$ cat src/stf_pkg.sv
package stf_pkg;

	// default number of series terms, first term included
	localparam int TERMS_DEF = 8;

	// number of stored reciprocals, so at most this many terms after the first
	localparam int NRECIP = 11;

	// compare and subtract steps of the range reduction; the quotient of
	// 2^63 by two pi stays below 2^5
	localparam int RED_STEPS = 5;

	// angle constants, unsigned Q.56, rounded to nearest
	localparam logic [63:0] HALF_PI_Q56 = 64'h01921FB54442D184;
	localparam logic [63:0] PI_Q56      = 64'h03243F6A8885A309;
	localparam logic [63:0] TPH_PI_Q56  = 64'h04B65F1FCCC8748D;
	localparam logic [63:0] TWO_PI_Q56  = 64'h06487ED5110B4612;

	localparam logic [63:0] ONE_Q60  = 64'h1000_0000_0000_0000;
	localparam logic [63:0] HALF_Q60 = 64'h0800_0000_0000_0000;
	localparam logic [63:0] HALF_Q30 = 64'h0000_0000_2000_0000;
	localparam logic [33:0] ONE_Q30  = 34'h0_4000_0000;

	// 1/((2k)(2k+1)) in Q.60, rounded to nearest, k = 1 .. NRECIP
	localparam logic [63:0] RECIP_TAB [NRECIP] = '{
		(ONE_Q60 + 64'd3)   / 64'd6,
		(ONE_Q60 + 64'd10)  / 64'd20,
		(ONE_Q60 + 64'd21)  / 64'd42,
		(ONE_Q60 + 64'd36)  / 64'd72,
		(ONE_Q60 + 64'd55)  / 64'd110,
		(ONE_Q60 + 64'd78)  / 64'd156,
		(ONE_Q60 + 64'd105) / 64'd210,
		(ONE_Q60 + 64'd136) / 64'd272,
		(ONE_Q60 + 64'd171) / 64'd342,
		(ONE_Q60 + 64'd210) / 64'd420,
		(ONE_Q60 + 64'd253) / 64'd506
	};

	// folded first-quadrant angle, Q.60
	typedef struct packed {
		logic [63:0] x;
		logic        neg;
		logic        bad;
	} fold_t;

	// running state of the series
	typedef struct packed {
		logic [63:0] x2;
		logic [63:0] trm;
		logic [63:0] acc;
		logic        neg;
		logic        bad;
	} series_t;

endpackage

$ cat src/stf_in_if.sv
interface stf_in_if;
	logic               valid;
	logic               ready;
	logic signed [31:0] angle;
	logic               angle_invalid;

	modport source (output valid, angle, angle_invalid, input ready);
	modport sink (input valid, angle, angle_invalid, output ready);
endinterface

$ cat src/stf_reduce.sv
module stf_reduce (
	input  logic            clk,
	input  logic            arst_n,
	stf_in_if.sink          angle_ch,
	output logic            out_valid,
	input  logic            out_ready,
	output stf_pkg::fold_t  out_data
);

	localparam int RS = stf_pkg::RED_STEPS;
	localparam int NS = RS + 2;

	typedef struct packed {
		logic [63:0] rem;
		logic        neg;
		logic        bad;
	} red_t;

	logic [NS-1:0]  v_s;
	logic [NS-1:0]  v_in;
	logic [NS:0]    rdy;
	red_t           red_w [RS+1];
	stf_pkg::fold_t fold_s1;
	stf_pkg::fold_t fold_d;

	// bubble-collapsing ready chain
	assign rdy[NS] = out_ready;
	for (genvar j = 0; j < NS; j++) begin : g_rdy
		assign rdy[j] = !v_s[j] || rdy[j+1];
	end
	assign v_in = {v_s[NS-2:0], angle_ch.valid};
	assign angle_ch.ready = rdy[0];

	always_ff @(posedge clk or negedge arst_n) begin
		if (!arst_n) begin
			v_s <= '0;
		end else begin
			for (int j = 0; j < NS; j++) begin
				if (rdy[j]) begin
					v_s[j] <= v_in[j];
				end
			end
		end
	end

	for (genvar j = 0; j <= RS; j++) begin : g_stage
		red_t st_s;
		assign red_w[j] = st_s;
		if (j == 0) begin : g_load
			logic [31:0] mag;
			// the most negative angle negates to 2^31, which is its magnitude
			assign mag = angle_ch.angle[31] ? (~angle_ch.angle + 32'd1) : angle_ch.angle;
			always_ff @(posedge clk) begin
				if (rdy[0]) begin
					st_s <= '{rem: {mag, 32'd0}, neg: angle_ch.angle[31],
						bad: angle_ch.angle_invalid};
				end
			end
		end else begin : g_sub
			localparam logic [63:0] SUB = stf_pkg::TWO_PI_Q56 << (RS - j);
			red_t nxt;
			always_comb begin
				nxt = red_w[j-1];
				if (red_w[j-1].rem >= SUB) begin
					nxt.rem = red_w[j-1].rem - SUB;
				end
			end
			always_ff @(posedge clk) begin
				if (rdy[j]) begin
					st_s <= nxt;
				end
			end
		end
	end

	// fold into the first quadrant
	always_comb begin
		logic [63:0] r;
		logic        n;
		r = red_w[RS].rem;
		n = red_w[RS].neg;
		if (r > stf_pkg::HALF_PI_Q56 && r <= stf_pkg::PI_Q56) begin
			r = stf_pkg::PI_Q56 - red_w[RS].rem;
		end else if (r > stf_pkg::PI_Q56 && r <= stf_pkg::TPH_PI_Q56) begin
			r = red_w[RS].rem - stf_pkg::PI_Q56;
			n = !n;
		end else if (r > stf_pkg::TPH_PI_Q56) begin
			r = stf_pkg::TWO_PI_Q56 - red_w[RS].rem;
			n = !n;
		end
		fold_d = '{x: r << 4, neg: n, bad: red_w[RS].bad};
	end

	always_ff @(posedge clk) begin
		if (rdy[NS-1]) begin
			fold_s1 <= fold_d;
		end
	end

	assign out_valid = v_s[NS-1];
	assign out_data  = fold_s1;

endmodule

$ cat src/flat_wrapper.sv
// flat-port wrapper written by rule: the top's interface ports become plain ports
module stf_reduce_flat 
  (clk, arst_n, out_valid, out_ready, out_data, angle_ch_valid, angle_ch_angle, angle_ch_angle_invalid, angle_ch_ready);
  stf_in_if angle_ch_i ();
  input  logic clk;
  input  logic arst_n;
  output logic out_valid;
  input  logic out_ready;
  output stf_pkg::fold_t out_data;
  input wire logic [$bits(angle_ch_i.valid)-1:0] angle_ch_valid;
  input wire logic [$bits(angle_ch_i.angle)-1:0] angle_ch_angle;
  input wire logic [$bits(angle_ch_i.angle_invalid)-1:0] angle_ch_angle_invalid;
  output wire logic [$bits(angle_ch_i.ready)-1:0] angle_ch_ready;
  assign angle_ch_i.valid = angle_ch_valid;
  assign angle_ch_i.angle = angle_ch_angle;
  assign angle_ch_i.angle_invalid = angle_ch_angle_invalid;
  assign angle_ch_ready = angle_ch_i.ready;
  stf_reduce u_core (.clk(clk), .arst_n(arst_n), .angle_ch(angle_ch_i), .out_valid(out_valid), .out_ready(out_ready), .out_data(out_data));
endmodule
$ cat config.mk
export PLATFORM = sky130hd
export DESIGN_NAME = stf_reduce_flat
export DESIGN_NICKNAME = d
export VERILOG_FILES = /design/src/stf_pkg.sv /design/src/stf_in_if.sv /design/src/stf_reduce.sv /design/src/flat_wrapper.sv
export SDC_FILE = /design/constraint.sdc
export NUM_CORES = 1
export LEC_CHECK = 0
export BUFFER_PORTS_ARGS = -buffer_cell sky130_fd_sc_hd__buf_2
export CAP_MARGIN = 30
export CORE_ASPECT_RATIO = 0.9
export CORE_UTILIZATION = 45
export DETAILED_ROUTE_END_ITERATION = 16
export GPL_TIMING_DRIVEN = 0
export SLEW_MARGIN = 0
export SYNTH_ARGS = -nofsm -noshare
export SYNTH_HDL_FRONTEND = slang
export SYNTH_SLANG_ARGS = --single-unit
export TNS_END_PERCENT = 100
$ cat constraint.sdc
create_clock -name clk -period 5.34 [get_ports clk]
set_input_delay 0 -clock clk [delete_from_list [all_inputs] [get_ports clk]]
set_output_delay 0 -clock clk [all_outputs]
set_load 0.02 [all_outputs]
==> impl_metrics.ini, run 1 <==
[placement]
place_worst_setup_slack_ns = 0.6647
port_buffers = 100
gp_weighted_congestion = 0.9642
hpwlAfterDp_mm = 51.34
postPlaceCellArea_um2 = 24310
placed_cells_incl_taps = 3057

[pwr]
power.combinational.fraction = 0.474
total_leakage_power_nw = 9.467
power.switching_fraction = 0.4303
power_report.internal_total_mw = 9.983
design_power_total_mw = 17.52
power.net_switching_mw = 7.540
peakVddDrop_v = 0.0002996
share_seq_of_total_power = 0.366
pwr-share-clk = 0.160
p_per_area_nw_per_um2 = 667.8

[critical_path]
worstPathBufferInverterCount = 2
critical_path_peak_fanout = 10
start_kind = flip-flop
timing.critical_path.slowest_cell_delay_ns = 0.91
setup.worst_path.end_class = flip-flop
worst_path_most_repeated_cell = a21oi_1
worstPathCellList = clkbuf_1 > nor3_1 > a21oi_1 > o211ai_1 > a21oi_1 > o21ai_1 > nand2_1 > nor2_1 > buf_4 > a211oi_1 > a211o_1
arrival_ns = 5.17
cp_data_required_time_ns = 5.66
cp_top_family = simple AND/OR/NAND/NOR gates
worst-setup-path-type = flip-flop to flip-flop
worst_path_max_delay_cell = nor2_1

[synth]
syn_area_um2 = 22820
number_of_instances_in_the_synthesized_netlist = 2277
synthesized_area_divided_by_synthesized_cell_count_um2 = 10.02
ys_dominant_reg_cell = edfxtp_1
sequential_fraction_of_the_synthesis_area = 0.4880
synth.distinct_cells = 99
yosys_warning_count = 0
synth_edf_count = 365
ys_ff_latch = 372
async_flop_share = 0.01882

[clock_network]
worstSkewPairLatency_ns = 0.59
clock_sink_count = 372
cts_resized = 0
clock_tree_from_tritoncts = built
path_clk_slew_ns = 0.06
cts.root.buffer_cell = clkbuf_16
htreeDepth = 2
post_cts_buffers = 0
tritoncts.num_buffers = 42
clockBufferDepth = 3

[finish]
n_fill_cell = 4424
final_nets = 2540
post_route_cells_drive_above_1_share = 0.1067
final_instance_area_um2 = 26240
antenna-diode-count = 0
fin_cells = 3191
area_delta_synth_final_pct = 14.97

[global_routing]
gr-usage-all-layers = 0.2599
grt_antenna_before_repair = 0
number_of_global_route_vias_before_repair = 18454
largest_net_degree_at_the_start_of_global_routing = 67
first_pass_grt_wire_length_mm = 103.4
aggregate_global_routing_overflow = 0

[floorplanning]
floorplan.rows = 77
boundary_pin_count = 105
floorplan.initialDensity = 0.4599
chipHeight_um = 215.6
core_area_um2 = 49620
die_area_um2 = 51620
dieWidth_um = 239.4

[sta]
timing_hold_violations_final = 0
max_clock_freq_mhz = 206.3
fin_worst_skew_ns = 0.02034
setup_viols_final = 0
grt_setup_unrepaired = no
tightestPinTransition_ns = 1.050
slew_violations = 0
period_needed_ns = 4.848
min_period_over_period = 0.9079
maxSlewHeadroom = 0.3003
setup_slack_ns = 0.4920
finalSetupTns_ns = 0

[min_path]
worstHoldPathType = primary input to flip-flop

[route]
routed_wl_mm = 66.75
dr_total_vias = 18566
final_antenna_net_count = 0
drt-pass1-iter-count = 7
average_vias_per_placed_instance = 5.818
drt_drc_violations_left = 0
drt-wirelength-per-cell_um = 20.92
drtIter0Drc = 1220

[outcome]
status = finished, final reports clean

[run]
max_cap_violations = 0
## registers in the layout, indices dropped and copies added, names as in the netlist
name and flops:
u_core.v_s 7, u_core.fold_d 1, u_core.out_data 62, u_core.g_stage.st_s 302
## placed cells by master (no fill, tap or decap), drive strengths merged, types with 75 or more instances in the layout
| cell | Yosys | layout |
|---|---|---|
| nor3 | 77 | 77 |
| xor2 | 107 | 107 |
| o21ai | 123 | 123 |
| a21oi | 124 | 124 |
| nand2 | 219 | 219 |
| inv | 74 | 75 |
| nor2 | 200 | 200 |
| edfxtp | 365 | 365 |
| buf | 42 | 148 |
| xnor2 | 194 | 194 |
| clkbuf | 80 | 125 |
## through the flow
| step | util | hold slack (ns) |
|---|---|---|
| after global placement | 0.4872 | -0.1671 |
| after global routing | 0.5288 | 0.1435 |
| final | 0.5288 | 0.1489 |
| after CTS | 0.5288 | 0.1228 |
| after detailed placement | 0.4900 | -0.1644 |
| after floorplan | - | -0.2956 |
## Yosys cell counts, types with 19 or more instances
cell	n	area, um^2
a211oi_1	20	150.1
nor2b_1	19	118.9
or4_1	21	157.7
nand2_1	219	822.0
o21a_1	22	165.2
o21ai_0	114	570.6
a31oi_1	35	219.0
a21o_1	29	217.7
xor2_1	107	937.2
inv_1	73	274.0
a21oi_1	123	615.6
clkbuf_1	80	300.3
xnor2_1	194	1699
edfxtp_1	365	10960
nor3_1	77	385.4
nand3_1	66	330.3
nor4_1	38	237.7
nand4_1	22	137.6
o31ai_1	25	187.7
nor2_1	200	750.7
nand2b_1	31	193.9
or3_1	32	200.2
buf_2	23	115.1
## path summary, 6_finish.rpt
check	endpoint	slack, ns	from	cells after the start
min in group asynchronous	u_core.v_s[6]	0.35	arst_n	3
min	u_core.v_s[0]	0.15	angle_ch_valid	3
max in group asynchronous	u_core.v_s[2]	4.76	arst_n	3
max reg2reg	u_core.out_data[8]	0.49	u_core.g_stage[5].st_s[6]	11
min reg2reg	u_core.g_stage[5].st_s[1]	0.42	u_core.g_stage[4].st_s[1]	0
max	u_core.out_data[8]	0.49	u_core.g_stage[5].st_s[6]	11
## power groups by stage
stage	combinational, mW	clock [mW]	sequential [mW]
3_5_place_dp	8.15	0	6.46
4_1_cts	8.22	2.89	6.40
3_3_place_gp	8.12	0	6.44
5_1_grt	9.07	2.99	6.60
6_report	8.30	2.80	6.42
2_1_floorplan	5.61	0	6.49
## worst register-to-register path: stages (launching register included)
cell	delay (ns)
edfxtp_1	0.41
clkbuf_1	0.24
nor3_1	0.69
a21oi_1	0.20
o211ai_1	0.35
a21oi_1	0.15
o21ai_1	0.44
nand2_1	0.46
nor2_1	0.92
buf_4	0.39
a211oi_1	0.11
a211o_1	0.24
## area by class of cell
class | instances | area [um^2] | share of cell area
clock inverter | 31 | 264.0 | 0.01006
sequential | 372 | 11140 | 0.4244
inverter | 74 | 277.8 | 0.01059
buffer | 122 | 528.0 | 0.02012
multi-input combinational | 1712 | 10930 | 0.4166
clock buffer | 45 | 1084 | 0.04130
timing repair buffer | 164 | 1179 | 0.04492
tap | 671 | 839.6 | 0.03200
## repair_timing
action	in CTS	in global routing
hold buffers	58	0
setup endpoints to repair	0	0
endpoints found under the hold margin	43	0
## per-layer routing
metal | track usage | share of wire
met5 | 0 | 0
met3 | 0.03786 | 0.060
met2 | 0.4584 | 0.49
met1 | 0.3110 | 0.40
met4 | 0.1209 | 0.045
## kinds of logic (layout without fill, tap and decap cells)
| group | Yosys count | in the layout | share of synthesized area |
|---|---|---|---|
| fa+ha+maj | 15 | 15 | 0.008224 |
| xor+xnor | 301 | 301 | 0.1155 |
| mux | 4 | 4 | 0.001864 |
| buf+inv | 196 | 436 | 0.03531 |
| simple gates | 825 | 825 | 0.1798 |
| other cells | 1 | 4 | 0.0001643 |
| flops | 372 | 372 | 0.4880 |
| compound gates | 563 | 563 | 0.1712 |
No activity file was read; power rests on OpenSTA's default activity.
==> run 2: changes to the inputs <==
Settings changed: RECOVER_POWER set to 50.
==> impl_metrics.ini, run 2 (same netlist as run 1, synthesis figures left out) <==
[outcome]
status = finished with violations
violated_checks = capacitance limit, slew limit

[global_routing]
gr-usage-all-layers = 0.2599
largest_net_degree_at_the_start_of_global_routing = 67
number_of_global_route_vias_before_repair = 18454
aggregate_global_routing_overflow = 0
first_pass_grt_wire_length_mm = 103.4
grt_antenna_before_repair = 0

[finish]
post_route_cells_drive_above_1_share = 0.07738
final_cell_mix = edfxtp_1 (365), nand2_1 (219), nor2_1 (200)
area_delta_synth_final_pct = 14.40
finalCoreUtilization = 0.5262
antenna-diode-count = 0
max_flop_register = u_core.g_stage.st_s
largest_register_ff_count = 302
layout_commonest_cell = edfxtp_1
final_nets = 2540

[pwr]
peakVddDrop_v = 0.0003009
total_leakage_power_nw = 9.263
p_per_area_nw_per_um2 = 669.2
design_power_total_mw = 17.47

[clock_network]
htreeDepth = 2
cts_hold_buffers = 58
post_cts_buffers = 0
path_clk_slew_ns = 0.06
cts.root.buffer_cell = clkbuf_16
cts_resized = 0
clock_sink_count = 372
tritoncts.num_buffers = 42
worstSkewPairLatency_ns = 0.59
clock_tree_from_tritoncts = built
clockBufferDepth = 3

[critical_path]
reg2reg_setup_slack_ns = 0.52
start_kind = flip-flop
setup.worst_path.end_class = flip-flop
cp_data_required_time_ns = 5.66
r2r.worst_path.cells = 11
r2r_start = u_core.g_stage[5].st_s[6]
worst-setup-path-type = flip-flop to flip-flop
arrival_ns = 5.15
critical_path_peak_fanout = 10
regToRegEndpoint = u_core.out_data[8]

[sta]
max_clock_freq_mhz = 207.4
worst_hold_slack_ns = 0.1456
slew_violations = 204
finalSetupTns_ns = 0
fin_worst_skew_ns = 0.01991
grt_setup_unrepaired = no
period_needed_ns = 4.821
tightestPinTransition_ns = 2.683
maxSlewHeadroom = -0.7886
min_period_over_period = 0.9028
setup_viols_final = 0
timing_hold_violations_final = 0

[route]
routed_wl_mm = 66.89
drt-wirelength-per-cell_um = 20.96
final_antenna_net_count = 0
drtIter0Drc = 1353
drt-pass1-iter-count = 6
drt_drc_violations_left = 0
average_vias_per_placed_instance = 5.811
dr_total_vias = 18543

[placement]
hpwlAfterDp_mm = 51.34
gp_weighted_congestion = 0.9642
port_buffers = 100

[min_path]
worstHoldPathType = primary input to flip-flop
hold-path-cell-count = 3
worst_hold_startpoint = angle_ch_valid
worst_hold_path.endpoint = u_core.v_s[0]

[floorplanning]
floorplan.initialDensity = 0.4599
chipHeight_um = 215.6
dieWidth_um = 239.4
core_area_um2 = 49620
boundary_pin_count = 105
floorplan.rows = 77
die_area_um2 = 51620

[run]
max_cap_violations = 4
## run 2: cell count changes in the layout (fill, tap and decap cells not counted), sizes merged
cell,before,now
buf,148,79
clkbuf,125,194
## run 2: worst max-delay path, cell delays in order, from the launching register on
cell	delay, ns
edfxtp_1	0.41
clkbuf_1	0.24
nor3_1	0.70
a21oi_1	0.21
o211ai_1	0.32
a21oi_1	0.15
o21ai_1	0.45
nand2_1	0.46
nor2_1	0.89
buf_4	0.38
a211oi_1	0.11
a211o_1	0.24
## run 2: how the worst max path moves through the flow
stage | startpoint | slack (ns) | cells after the start | endpoint
after floorplan | u_core.v_s[6] | 0.43 | 4 | u_core.g_stage[0].st_s[0]
after global placement | u_core.v_s[6] | -0.49 | 4 | u_core.g_stage[0].st_s[63]
after detailed placement | u_core.g_stage[5].st_s[6] | 0.66 | 11 | u_core.out_data[8]
after CTS | u_core.g_stage[5].st_s[6] | 0.64 | 11 | u_core.out_data[8]
after global routing | u_core.g_stage[5].st_s[22] | 0.53 | 11 | u_core.out_data[8]
final | u_core.g_stage[5].st_s[6] | 0.52 | 11 | u_core.out_data[8]
## run 2: final cells by class
| class | count | area [um^2] |
|---|---|---|
| Tap cell | 671 | 839.6 |
| Fill cell | 4483 | 23510 |
| Sequential cell | 372 | 11140 |
| Inverter | 74 | 277.8 |
| Buffer | 122 | 528.0 |
| Timing Repair Buffer | 164 | 1062 |
| Multi-Input combinational cell | 1712 | 10920 |
| Clock buffer | 45 | 1084 |
| Clock inverter | 31 | 264.0 |
## run 2: metal layers
metal	GRT usage	share of wire	up-vias
met5	0	0	-
met4	0.1209	0.043	0
met3	0.03786	0.058	160
met2	0.4584	0.49	725
met1	0.3110	0.41	8779
li1	-	-	8879
## run 2: stage by stage
stage               setup WS (ns)  instance area [um^2]  instances
floorplan                  0.4256                 22830       2280
global placement          -0.4872                 24170       3051
detailed placement         0.6647                 24310       3057
CTS                        0.6414                 26240       3191
global route               0.5329                 26110       3191
finish                     0.5190                 26110       3191
## run 2: where the power goes
group          switching (mW)  total, mW  internal, mW
registers                1.10       6.44          5.34
clock network            1.18       2.80          1.62
logic                    5.27       8.23          2.96
total                    7.55       17.5          9.92
