**src/stf_pkg.sv**
```systemverilog
package stf_pkg;

	// default number of series terms, first term included
	localparam int TERMS_DEF = 8;

	// number of stored reciprocals, so at most this many terms after the first
	localparam int NRECIP = 11;

	// compare and subtract steps of the range reduction; the quotient of
	// 2^63 by two pi stays below 2^5
	localparam int RED_STEPS = 5;

	// angle constants, unsigned Q.56, rounded to nearest
	localparam logic [63:0] HALF_PI_Q56 = 64'h01921FB54442D184;
	localparam logic [63:0] PI_Q56      = 64'h03243F6A8885A309;
	localparam logic [63:0] TPH_PI_Q56  = 64'h04B65F1FCCC8748D;
	localparam logic [63:0] TWO_PI_Q56  = 64'h06487ED5110B4612;

	localparam logic [63:0] ONE_Q60  = 64'h1000_0000_0000_0000;
	localparam logic [63:0] HALF_Q60 = 64'h0800_0000_0000_0000;
	localparam logic [63:0] HALF_Q30 = 64'h0000_0000_2000_0000;
	localparam logic [33:0] ONE_Q30  = 34'h0_4000_0000;

	// 1/((2k)(2k+1)) in Q.60, rounded to nearest, k = 1 .. NRECIP
	localparam logic [63:0] RECIP_TAB [NRECIP] = '{
		(ONE_Q60 + 64'd3)   / 64'd6,
		(ONE_Q60 + 64'd10)  / 64'd20,
		(ONE_Q60 + 64'd21)  / 64'd42,
		(ONE_Q60 + 64'd36)  / 64'd72,
		(ONE_Q60 + 64'd55)  / 64'd110,
		(ONE_Q60 + 64'd78)  / 64'd156,
		(ONE_Q60 + 64'd105) / 64'd210,
		(ONE_Q60 + 64'd136) / 64'd272,
		(ONE_Q60 + 64'd171) / 64'd342,
		(ONE_Q60 + 64'd210) / 64'd420,
		(ONE_Q60 + 64'd253) / 64'd506
	};

	// folded first-quadrant angle, Q.60
	typedef struct packed {
		logic [63:0] x;
		logic        neg;
		logic        bad;
	} fold_t;

	// running state of the series
	typedef struct packed {
		logic [63:0] x2;
		logic [63:0] trm;
		logic [63:0] acc;
		logic        neg;
		logic        bad;
	} series_t;

endpackage

```
**src/stf_out_if.sv**
```systemverilog
interface stf_out_if;
	logic               valid;
	logic               ready;
	logic signed [31:0] sine;
	logic               result_invalid;

	modport source (output valid, sine, result_invalid, input ready);
	modport sink (input valid, sine, result_invalid, output ready);
endinterface

```
**src/stf_round.sv**
```systemverilog
module stf_round (
	input  logic             clk,
	input  logic             arst_n,
	input  logic             in_valid,
	output logic             in_ready,
	input  stf_pkg::series_t in_data,
	stf_out_if.source        res_ch
);

	logic        v_s1, v_s2, rdy1, rdy2;
	logic [63:0] rsum;
	logic [33:0] rq;
	logic [30:0] mag_s1;
	logic        neg_s1, bad_s1;
	logic [31:0] mag32;
	logic [31:0] sine_s2;
	logic        bad_s2;

	assign rdy2     = !v_s2 || res_ch.ready;
	assign rdy1     = !v_s1 || rdy2;
	assign in_ready = rdy1;

	always_ff @(posedge clk or negedge arst_n) begin
		if (!arst_n) begin
			v_s1 <= 1'b0;
			v_s2 <= 1'b0;
		end else begin
			if (rdy1) begin
				v_s1 <= in_valid;
			end
			if (rdy2) begin
				v_s2 <= v_s1;
			end
		end
	end

	// round to Q1.30, tie up, then clamp to one
	assign rsum = in_data.acc + stf_pkg::HALF_Q30;
	assign rq   = rsum[63:30];

	always_ff @(posedge clk) begin
		if (rdy1) begin
			mag_s1 <= (rq > stf_pkg::ONE_Q30) ? stf_pkg::ONE_Q30[30:0] : rq[30:0];
			neg_s1 <= in_data.neg;
			bad_s1 <= in_data.bad;
		end
	end

	assign mag32 = {1'b0, mag_s1};

	always_ff @(posedge clk) begin
		if (rdy2) begin
			if (bad_s1) begin
				sine_s2 <= '0;
			end else begin
				sine_s2 <= neg_s1 ? (~mag32 + 32'd1) : mag32;
			end
			bad_s2 <= bad_s1;
		end
	end

	assign res_ch.valid          = v_s2;
	assign res_ch.sine           = sine_s2;
	assign res_ch.result_invalid = bad_s2;

endmodule

```
**src/flat_wrapper.sv**
```systemverilog
// flat-port wrapper written by rule: the top's interface ports become plain ports
module stf_round_flat 
  (clk, arst_n, in_valid, in_ready, in_data, res_ch_valid, res_ch_sine, res_ch_result_invalid, res_ch_ready);
  stf_out_if res_ch_i ();
  input  logic clk;
  input  logic arst_n;
  input  logic in_valid;
  output logic in_ready;
  input  stf_pkg::series_t in_data;
  output wire logic [$bits(res_ch_i.valid)-1:0] res_ch_valid;
  output wire logic [$bits(res_ch_i.sine)-1:0] res_ch_sine;
  output wire logic [$bits(res_ch_i.result_invalid)-1:0] res_ch_result_invalid;
  input wire logic [$bits(res_ch_i.ready)-1:0] res_ch_ready;
  assign res_ch_valid = res_ch_i.valid;
  assign res_ch_sine = res_ch_i.sine;
  assign res_ch_result_invalid = res_ch_i.result_invalid;
  assign res_ch_i.ready = res_ch_ready;
  stf_round u_core (.clk(clk), .arst_n(arst_n), .in_valid(in_valid), .in_ready(in_ready), .in_data(in_data), .res_ch(res_ch_i));
endmodule
```
**config.mk**
```make
export PLATFORM = sky130hd
export DESIGN_NAME = stf_round_flat
export DESIGN_NICKNAME = d
export VERILOG_FILES = /design/src/stf_pkg.sv /design/src/stf_out_if.sv /design/src/stf_round.sv /design/src/flat_wrapper.sv
export SDC_FILE = /design/constraint.sdc
export NUM_CORES = 1
export LEC_CHECK = 0
export BUFFER_PORTS_ARGS = -buffer_cell sky130_fd_sc_hd__buf_2
export CORE_ASPECT_RATIO = 0.8
export CORE_MARGIN = 3
export CORE_UTILIZATION = 41
export DETAILED_ROUTE_END_ITERATION = 8
export PLACE_DENSITY = 0.78
export SKIP_CTS_REPAIR_TIMING = 1
export SYNTH_ARGS = -nofsm -noshare
export SYNTH_HDL_FRONTEND = slang
export SYNTH_SLANG_ARGS = --single-unit
```
**constraint.sdc**
```tcl
create_clock -name clk -period 2.23 [get_ports clk]
set_input_delay 0.223 -clock clk [delete_from_list [all_inputs] [get_ports clk]]
set_output_delay 0.223 -clock clk [all_outputs]
set_load 0.005 [all_outputs]
```
==> results.toml, run 1 <==
[status]
run_status = "complete, but fails checks"
failed_checks = "setup timing"

[worst_setup_path]
start_kind = "input port"
worstPathRequired_ns = 2.30
cp_cell_sequence = "buf_8 > ha_4 > nand4_1 > or4_4 > or3_4 > nor2b_4 > o32a_4 > a41oi_4 > buf_12 > nor3b_2"
critPathCaptureType = "register"
critical_path.top_delay_family = "simple AND/OR/NAND/NOR gates"
worstReg2RegStart = "u_core.mag_s1[13]"
crit_path_top_delay_cell = "or4_4"
path_class = "in2reg"
startpoint = "in_data[32]"
cp.arrival_ns = 2.54
critPathBufInv = 2
slowest_delay_ns = 0.63
crit_fanout = 8
crit_cells = 10
rrSetupSlack_ns = -0.19
rr_worst_depth = 8
worstReg2RegEnd = "u_core.res_ch.sine[27]"

[clocking]
cts.sinks = 68
clock_latency_ns = 0.32
cts.clk_slew.worst_paths_ns = 0.05
clockBufferDepth = 2
cts_tree = "yes"
cts-buffers-inserted = 9
h-tree-depth = 3
cts_root_buf = "clkbuf_16"

[place]
dpl.hpwl_um = 8340
gp_congestion = 0.938
port_buffers = 75

[yosys]
ys.flop_type = "edfxtp_1"
avgSynthCellArea_um2 = 10.2
syn_nets = 619
post_synth_num_cell_types = 62
ys_warn_count = 0
yosysSeqAreaShare = 0.477
async_flop_share = 0.0294
synth_edf_count = 66
syn_area_um2 = 4260
synth_seq_cells = 68
synthCells = 419

[hold_path]
hold_class = "in2reg"
hold_end = "u_core.bad_s1"
min_from = "in_data[0]"
whs_path_depth = 1

[routing]
drt-met1-wl_um = 5070
route.detailed.drc = 0
highest_layer = "met4"
dr_wl_met3_um = 642
wl_met2_um = 5150
routed_via_density = 5.25
drtAntennaViolNets = 0
first_pass_iters = 5
wirelength_um = 11000
drt_first_iter_violations = 218
vias = 3838
wl_per_cell_um = 15.1

[grt]
grt_pass1_vias = 3601
grt_pass1_wl_um = 17000
overflow = 0
antenna_found_initial = 0
grt_util_all_layers = 0.179
grt_max_degree = 35

[floorplan]
core.rowCount = 32
core_um2 = 9890
dieArea_um2 = 11700
die_h_um = 97.2
boundaryPins = 233
die_w_um = 120
start_util = 0.431

[finish]
drive_gt1_frac = 0.437
nets = 790
fin_util = 0.620
n_antenna_cell = 0
syn2layout_area_growth_pct = 44.1

[power_and_ir_drop]
power_leakage_nw = 2.54
peakVddDrop_uv = 403
powerDensity_nw_per_um2 = 610

[sta]
min_period_ns = 2.47
rsz0062_at_grt = "yes"
fin_ws_ns = -0.239
fmax_mhz = 405
max-slew-margin-rel = 0.562
slew_viol_final = 0
finalHoldViolCount = 0
setup_viol_count_final = 43
worst_slew_pin_slew_ns = 0.651
final.setup_skew_ns = 0.00774
finalCritPeriodShare = 1.11
fin_tns_setup_ns = -5.56

[flow_run]
cap_violations = 0
==> cells by family after synthesis <==
| kind of cell | share of synthesized area |
|---|---|
| flops | 0.477 |
| xor+xnor | 0.115 |
| fa+ha+maj | 0.00588 |
| compound gates | 0.101 |
| buf+inv | 0.0379 |
| mux | 0.00735 |
| simple gates | 0.256 |
==> registers in the layout, summed over array words and instances (netlist names) <==
register / count
u_core.bad_s1: 1
u_core.mag_s1: 31
u_core.neg_s1: 1
u_core.res_ch.result_invalid: 1
u_core.res_ch.sine: 32
u_core.res_ch.valid: 1
u_core.v_s1: 1
==> worst max-delay path by stage <==
stage                                   end
after detailed placement   u_core.mag_s1[6]
after global placement    u_core.mag_s1[13]
after CTS                  u_core.mag_s1[6]
final                      u_core.mag_s1[6]
after floorplan           u_core.mag_s1[10]
after global routing      u_core.mag_s1[13]
==> power breakdown <==
| group | total, mW | switching (mW) | internal, mW |
|---|---|---|---|
| sequential | 1.62 | 0.0623 | 1.56 |
| clock | 1.38 | 0.462 | 0.916 |
| combinational | 0.744 | 0.391 | 0.353 |
==> through the flow <==
stage	area, um2	hold slack, ns	cells	total power, mW	worst slack [ns]
floorplan	4330	-0.0726	419	1.98	-0.403
global placement	5470	0.00766	706	2.28	-0.576
global route	6140	0.0673	731	3.90	-0.309
finish	6140	0.0730	731	3.74	-0.239
CTS	5770	-0.333	722	3.68	-0.274
detailed placement	5470	0.00907	706	2.30	-0.596
==> routing by layer <==
| layer | global-route usage | vias up |
|---|---|---|
| met1 | 0.249 | 1793 |
| met3 | 0.0338 | 21 |
| li1 | - | 1893 |
| met2 | 0.282 | 131 |
| met5 | 0 | - |
| met4 | 0.0581 | 0 |
==> layout by cell type, fill, tap and decap left out, types with 5 or more instances in the layout <==
| master | instances |
|---|---|
| inv_1 | 5 |
| o21ai_2 | 5 |
| xor2_1 | 34 |
| buf_2 | 73 |
| nor2_1 | 57 |
| nand2b_1 | 6 |
| and3_1 | 11 |
| nand2_1 | 37 |
| nand4_1 | 10 |
| nor2_2 | 6 |
| o21ai_0 | 6 |
| buf_4 | 98 |
| clkbuf_16 | 9 |
| nand3_1 | 16 |
| nor4_1 | 6 |
| or3_1 | 5 |
| buf_6 | 6 |
| edfxtp_1 | 66 |
| nor3_1 | 5 |
| xnor2_1 | 21 |
==> synthesized netlist by cell type (all sizes together), types with 2 or more instances <==
| cell type | count | area [um2] |
|---|---|---|
| and4 | 3 | 26.3 |
| nor4 | 10 | 68.8 |
| inv | 5 | 18.8 |
| o2111ai | 2 | 17.5 |
| nand2b | 7 | 43.8 |
| xnor2 | 22 | 193 |
| or3 | 9 | 62.6 |
| o21ai | 15 | 75.1 |
| o31ai | 10 | 75.1 |
| and2 | 4 | 25.0 |
| or4 | 8 | 66.3 |
| clkbuf | 10 | 37.5 |
| o41ai | 3 | 26.3 |
| xor2 | 34 | 298 |
| o31a | 2 | 18.8 |
| nor2b | 3 | 26.3 |
| nand4 | 11 | 83.8 |
| o211a | 2 | 20.0 |
| nand3b | 3 | 22.5 |
| or2 | 2 | 12.5 |
| dfrtp | 2 | 50.1 |
| a211o | 2 | 17.5 |
| nand2 | 40 | 150 |
| a211oi | 3 | 27.5 |
| buf | 11 | 93.8 |
| nor2 | 65 | 244 |
| a311oi | 2 | 17.5 |
| and3 | 12 | 76.3 |
| nand3 | 17 | 85.1 |
| ha | 2 | 25.0 |
| nor3b | 5 | 37.5 |
| edfxtp | 66 | 1980 |
| a21oi | 3 | 15.0 |
| nor3 | 8 | 40.0 |
| a41oi | 2 | 36.3 |
| mux2i | 2 | 20.0 |
==> layout make-up <==
type / instances / area [um2]
multi-input combinational: 325 / 2380
clock buffer: 11 / 253
timing repair buffer: 181 / 1230
tap: 136 / 170
inverter: 5 / 18.8
fill: 824 / 3750
clock inverter: 5 / 50.0
sequential: 68 / 2030
Power figures use the tool's default switching activity.
==> run 2, diff against run 1 <==
--- a/config.mk
+++ b/config.mk
@@ -6,11 +6,12 @@
 export NUM_CORES = 1
 export LEC_CHECK = 0
 export BUFFER_PORTS_ARGS = -buffer_cell sky130_fd_sc_hd__buf_2
+export CAP_MARGIN = 20
 export CORE_ASPECT_RATIO = 0.8
 export CORE_MARGIN = 3
 export CORE_UTILIZATION = 41
 export DETAILED_ROUTE_END_ITERATION = 8
-export PLACE_DENSITY = 0.78
+export PLACE_DENSITY_LB_ADDON = 0.25
 export SKIP_CTS_REPAIR_TIMING = 1
 export SYNTH_ARGS = -nofsm -noshare
 export SYNTH_HDL_FRONTEND = slang
==> run 2 against run 1 <==
Against the previous run:
- sequential power barely moved
- worst setup slack gained 0.077 ns
- count of clock-buffer cells in the layout is 1 higher
- sequential share of layout area shrank 0.094 points
- register-to-register slack improved by 0.10 ns
- non-clock buffer count rose by 4
- cell count grew 0.41%
- the flow still finishes with violations (setup timing)
- wire length decreased by 8.2%
- critical path depth is 1 lower
- utilization increased by 0.18 points
- power decreased by 5.4%
- critical endpoint is now u_core.mag_s1[13]
- clock skew shrank 0.0034 ns
==> results.toml, run 2 (synthesis gave the netlist of run 1 again) <==
[worst_setup_path]
critical_path.top_delay_family = "simple AND/OR/NAND/NOR gates"
path_class = "in2reg"
cp_cell_sequence = "buf_2 > nand4_4 > or4_4 > or3_4 > nor2b_4 > o32a_4 > a41oi_4 > clkbuf_16 > nor3b_2"
crit_fanout = 8
crit_path_top_delay_cell = "or4_4"
critPathBufInv = 2
worstPathRequired_ns = 2.30
cp.arrival_ns = 2.47
rr_worst_depth = 8
slowest_delay_ns = 0.56
crit_cells = 9
start_kind = "input port"
critPathCaptureType = "register"

[clocking]
cts-buffers-inserted = 9
clockBufferDepth = 2
cts.clk_slew.worst_paths_ns = 0.05
clock_latency_ns = 0.32
h-tree-depth = 3
cts_root_buf = "clkbuf_16"
cts.sinks = 68
cts_tree = "yes"

[hold_path]
whs_path_depth = 1
hold_class = "in2reg"

[grt]
overflow = 0
grt_pass1_vias = 3474
antenna_found_initial = 0
grt_max_degree = 35
grt_util_all_layers = 0.174
grt_pass1_wl_um = 16500

[finish]
nets = 793
fin_util = 0.622
drive_gt1_frac = 0.445
final_common_cell = "buf_4"
n_antenna_cell = 0
layout_common_cells = "105 x buf_4, 72 x buf_2, 66 x edfxtp_1, 49 x nor2_1, 38 x nand2_1"
syn2layout_area_growth_pct = 44.5
largest_reg_flops = 32

[status]
run_status = "complete, but fails checks"
failed_checks = "setup timing"

[power_and_ir_drop]
peakVddDrop_uv = 342
power_leakage_nw = 2.52
powerDensity_nw_per_um2 = 575

[floorplan]
core_um2 = 9890
core.rowCount = 32
die_w_um = 120
die_h_um = 97.2
boundaryPins = 233
dieArea_um2 = 11700
start_util = 0.431

[place]
dpl.hpwl_um = 7970
dp_slack_ns = -0.521
gp_congestion = 0.888
port_buffers = 75

[routing]
drtAntennaViolNets = 0
wirelength_um = 10100
drt_first_iter_violations = 179
vias = 3662
first_pass_iters = 4
wl_per_cell_um = 13.8
route.detailed.drc = 0
routed_via_density = 4.99

[sta]
rsz0062_at_grt = "yes"
max-slew-margin-rel = 0.708
hold-worst-slack_ns = 0.0740
fin_ws_ns = -0.162
fin_tns_setup_ns = -2.54
fmax_mhz = 418
setup_viol_count_final = 23
worst_slew_pin_slew_ns = 0.434
slew_viol_final = 0
min_period_ns = 2.39
final.setup_skew_ns = 0.00434
finalCritPeriodShare = 1.07
finalHoldViolCount = 0

[flow_run]
cap_violations = 0
==> run 2: routing by layer <==
metal,part of all wire,vias up,GRT usage
met3,0.042,6,0.0373
met1,0.50,1664,0.258
met4,0.0041,0,0.0449
met5,0,-,0
met2,0.45,86,0.257
li1,-,1906,-
==> run 2: final timing paths <==
check	endpoint	start	slack, ns
max	u_core.mag_s1[13]	in_data[38]	-0.16
min	u_core.neg_s1	in_data[1]	0.07
max reg2reg	u_core.res_ch.sine[27]	u_core.mag_s1[4]	-0.09
min reg2reg	u_core.res_ch.valid	u_core.v_s1	0.49
max in group asynchronous	u_core.res_ch.valid	arst_n	1.91
min in group asynchronous	u_core.v_s1	arst_n	0.22
==> run 2: stage by stage <==
stage               cells  power, mW  area [um2]
floorplan             419       1.98        4330
global route          734       3.73        6150
global placement      710       2.28        5500
CTS                   726       3.48        5750
detailed placement    710       2.30        5500
finish                734       3.54        6150
==> run 2: worst register-to-register path, delay by kind of cell (launching register included) <==
kind / cells / cell delay (ns)
XOR/XNOR: 1 / 0.14
buffers and inverters: 1 / 0.18
flip-flops: 1 / 0.41
AND/OR/NAND/NOR: 6 / 1.32
==> run 2: layout make-up <==
class | instances | area, um2
Tap cell | 136 | 170
Sequential cell | 68 | 2030
Timing Repair Buffer | 185 | 1260
Fill cell | 826 | 3740
Inverter | 5 | 18.8
Multi-Input combinational cell | 324 | 2420
Clock buffer | 12 | 236
Clock inverter | 4 | 16.3
==> run 2: report_power, final <==
part / leakage [nW] / internal (mW) / switching [mW]
clock network: 0.123 / 0.736 / 0.440
logic: 1.67 / 0.361 / 0.383
registers: 0.731 / 1.56 / 0.0610
total: 2.52 / 2.66 / 0.884
==> run 3, diff against run 2 <==
--- a/config.mk
+++ b/config.mk
@@ -7,9 +7,11 @@
 export LEC_CHECK = 0
 export BUFFER_PORTS_ARGS = -buffer_cell sky130_fd_sc_hd__buf_2
 export CAP_MARGIN = 20
+export CELL_PAD_IN_SITES_DETAIL_PLACEMENT = 2
+export CELL_PAD_IN_SITES_GLOBAL_PLACEMENT = 2
 export CORE_ASPECT_RATIO = 0.8
 export CORE_MARGIN = 3
-export CORE_UTILIZATION = 41
+export CORE_UTILIZATION = 23
 export DETAILED_ROUTE_END_ITERATION = 8
 export PLACE_DENSITY_LB_ADDON = 0.25
 export SKIP_CTS_REPAIR_TIMING = 1
==> run 3 against run 2 <==
Against the previous run:
- the flow still finishes with violations (setup timing)
- hold slack about the same
- sequential power is essentially flat
- wire length rose by 42%
- worst setup slack worse by 0.078 ns
- cell count increased by 14%
- sequential cell count unchanged
- sequential share of layout area is 1.3 points lower
- clock skew is 0.0015 ns higher
- combinational power increased by 6.0%
- count of clock-buffer cells in the layout fell by 2
- fmax down 3.2%
- highest routed layer unchanged
==> results.toml, run 3 (synthesis gave the netlist of run 1 again) <==
[sta]
final.setup_skew_ns = 0.00579
finalCritPeriodShare = 1.11
rsz0062_at_grt = "yes"
hold-worst-slack_ns = 0.0739
min_period_ns = 2.47
max-slew-margin-rel = 0.709
fin_ws_ns = -0.240
setup_viol_count_final = 42
slew_viol_final = 0
worst_slew_pin_slew_ns = 0.437
fmax_mhz = 405
finalHoldViolCount = 0
fin_tns_setup_ns = -5.83

[power_and_ir_drop]
internal_power_mw = 2.78
power_mw = 3.76
peakVddDrop_uv = 254
powerDensity_nw_per_um2 = 586
switching_share = 0.260
combPwrFrac = 0.210
p_seq_frac = 0.433
power_leakage_nw = 2.66
p_sw_uw = 975
p_clk_frac = 0.356

[flow_run]
cap_violations = 0

[grt]
grt_util_all_layers = 0.136
antenna_found_initial = 0
grt_max_degree = 35
overflow = 0
grt_pass1_wl_um = 22000
grt_pass1_vias = 4129

[routing]
wirelength_um = 14400
drt_first_iter_violations = 70
first_pass_iters = 4
drtAntennaViolNets = 0
vias = 3876
route.detailed.drc = 0
wl_per_cell_um = 17.2
routed_via_density = 4.63

[hold_path]
hold_class = "in2reg"

[clocking]
cts.clk_slew.worst_paths_ns = 0.05
clockBufferDepth = 2
clock_latency_ns = 0.33
cts_root_buf = "clkbuf_16"
h-tree-depth = 3
cts_tree = "yes"
cts.sinks = 68
cts-buffers-inserted = 9

[finish]
nets = 807
n_antenna_cell = 0
syn2layout_area_growth_pct = 50.7
fin_util = 0.361
layout_common_cells = "112 x buf_4, 73 x buf_2, 66 x edfxtp_1, 57 x nor2_1, 35 x nand2_1"
finalNonFillerCells = 837
largest_reg_flops = 32
final_common_cell = "buf_4"
fill_cells = 1955
drive_gt1_frac = 0.467

[worst_setup_path]
start_kind = "input port"
critPathCaptureType = "register"
cp.arrival_ns = 2.56
worstPathRequired_ns = 2.32
crit_fanout = 6
path_class = "in2reg"

[floorplan]
core_um2 = 17800
die_w_um = 158
dieArea_um2 = 20200
die_h_um = 128
core.rowCount = 43
start_util = 0.240
boundaryPins = 233

[status]
run_status = "complete, but fails checks"
failed_checks = "setup timing"

[place]
dpl.hpwl_um = 11500
port_buffers = 75
dp_cells = 804
gp_congestion = 0.818
==> run 3: power groups by stage <==
stage               registers [mW]  clock network, mW  logic (mW)
floorplan                     1.65                  0       0.332
global placement              1.64                  0       0.692
detailed placement            1.65                  0       0.715
CTS                           1.62               1.38       0.718
global route                  1.64               1.42       0.881
finish                        1.63               1.34       0.790
==> run 3: area by class of cell <==
| class | instances | area (um2) | area share |
|---|---|---|---|
| Multi-Input combinational cell | 324 | 2420 | 0.378 |
| Sequential cell | 68 | 2030 | 0.317 |
| Timing Repair Buffer | 199 | 1370 | 0.214 |
| Tap cell | 225 | 282 | 0.0439 |
| Clock buffer | 10 | 229 | 0.0357 |
| Clock inverter | 6 | 55.1 | 0.00858 |
| Inverter | 5 | 18.8 | 0.00293 |
==> run 3: worst paths after layout <==
kind	from	end	slack (ns)	depth (start not counted)
max	in_data[32]	u_core.mag_s1[28]	-0.24	10
min	in_data[1]	u_core.neg_s1	0.07	1
max reg2reg	u_core.mag_s1[13]	u_core.res_ch.sine[29]	-0.21	7
min reg2reg	u_core.v_s1	u_core.res_ch.valid	0.48	1
max in group asynchronous	arst_n	u_core.res_ch.valid	1.93	2
min in group asynchronous	arst_n	u_core.v_s1	0.20	2
==> run 3: critical path, stage by stage <==
cell	delay [ns]
buf_8	0.08
ha_4	0.13
nand4_1	0.11
or4_4	0.59
or3_4	0.40
nor2b_4	0.13
o32a_4	0.32
a41oi_4	0.34
buf_6	0.19
nor2_1	0.05
==> run 3: layer usage <==
layer / track usage / vias up / share of wire
li1: - / 1914 / -
met1: 0.194 / 1885 / 0.49
met2: 0.216 / 64 / 0.48
met3: 0.0175 / 13 / 0.025
met4: 0.0440 / 0 / 0.012
met5: 0 / - / 0
==> run 3: through the flow <==
stage / instance area (um2) / worst slack (ns)
global placement: 5640 / -0.555
detailed placement: 5640 / -0.644
floorplan: 4330 / -0.403
CTS: 5920 / -0.306
finish: 6410 / -0.240
global route: 6410 / -0.380
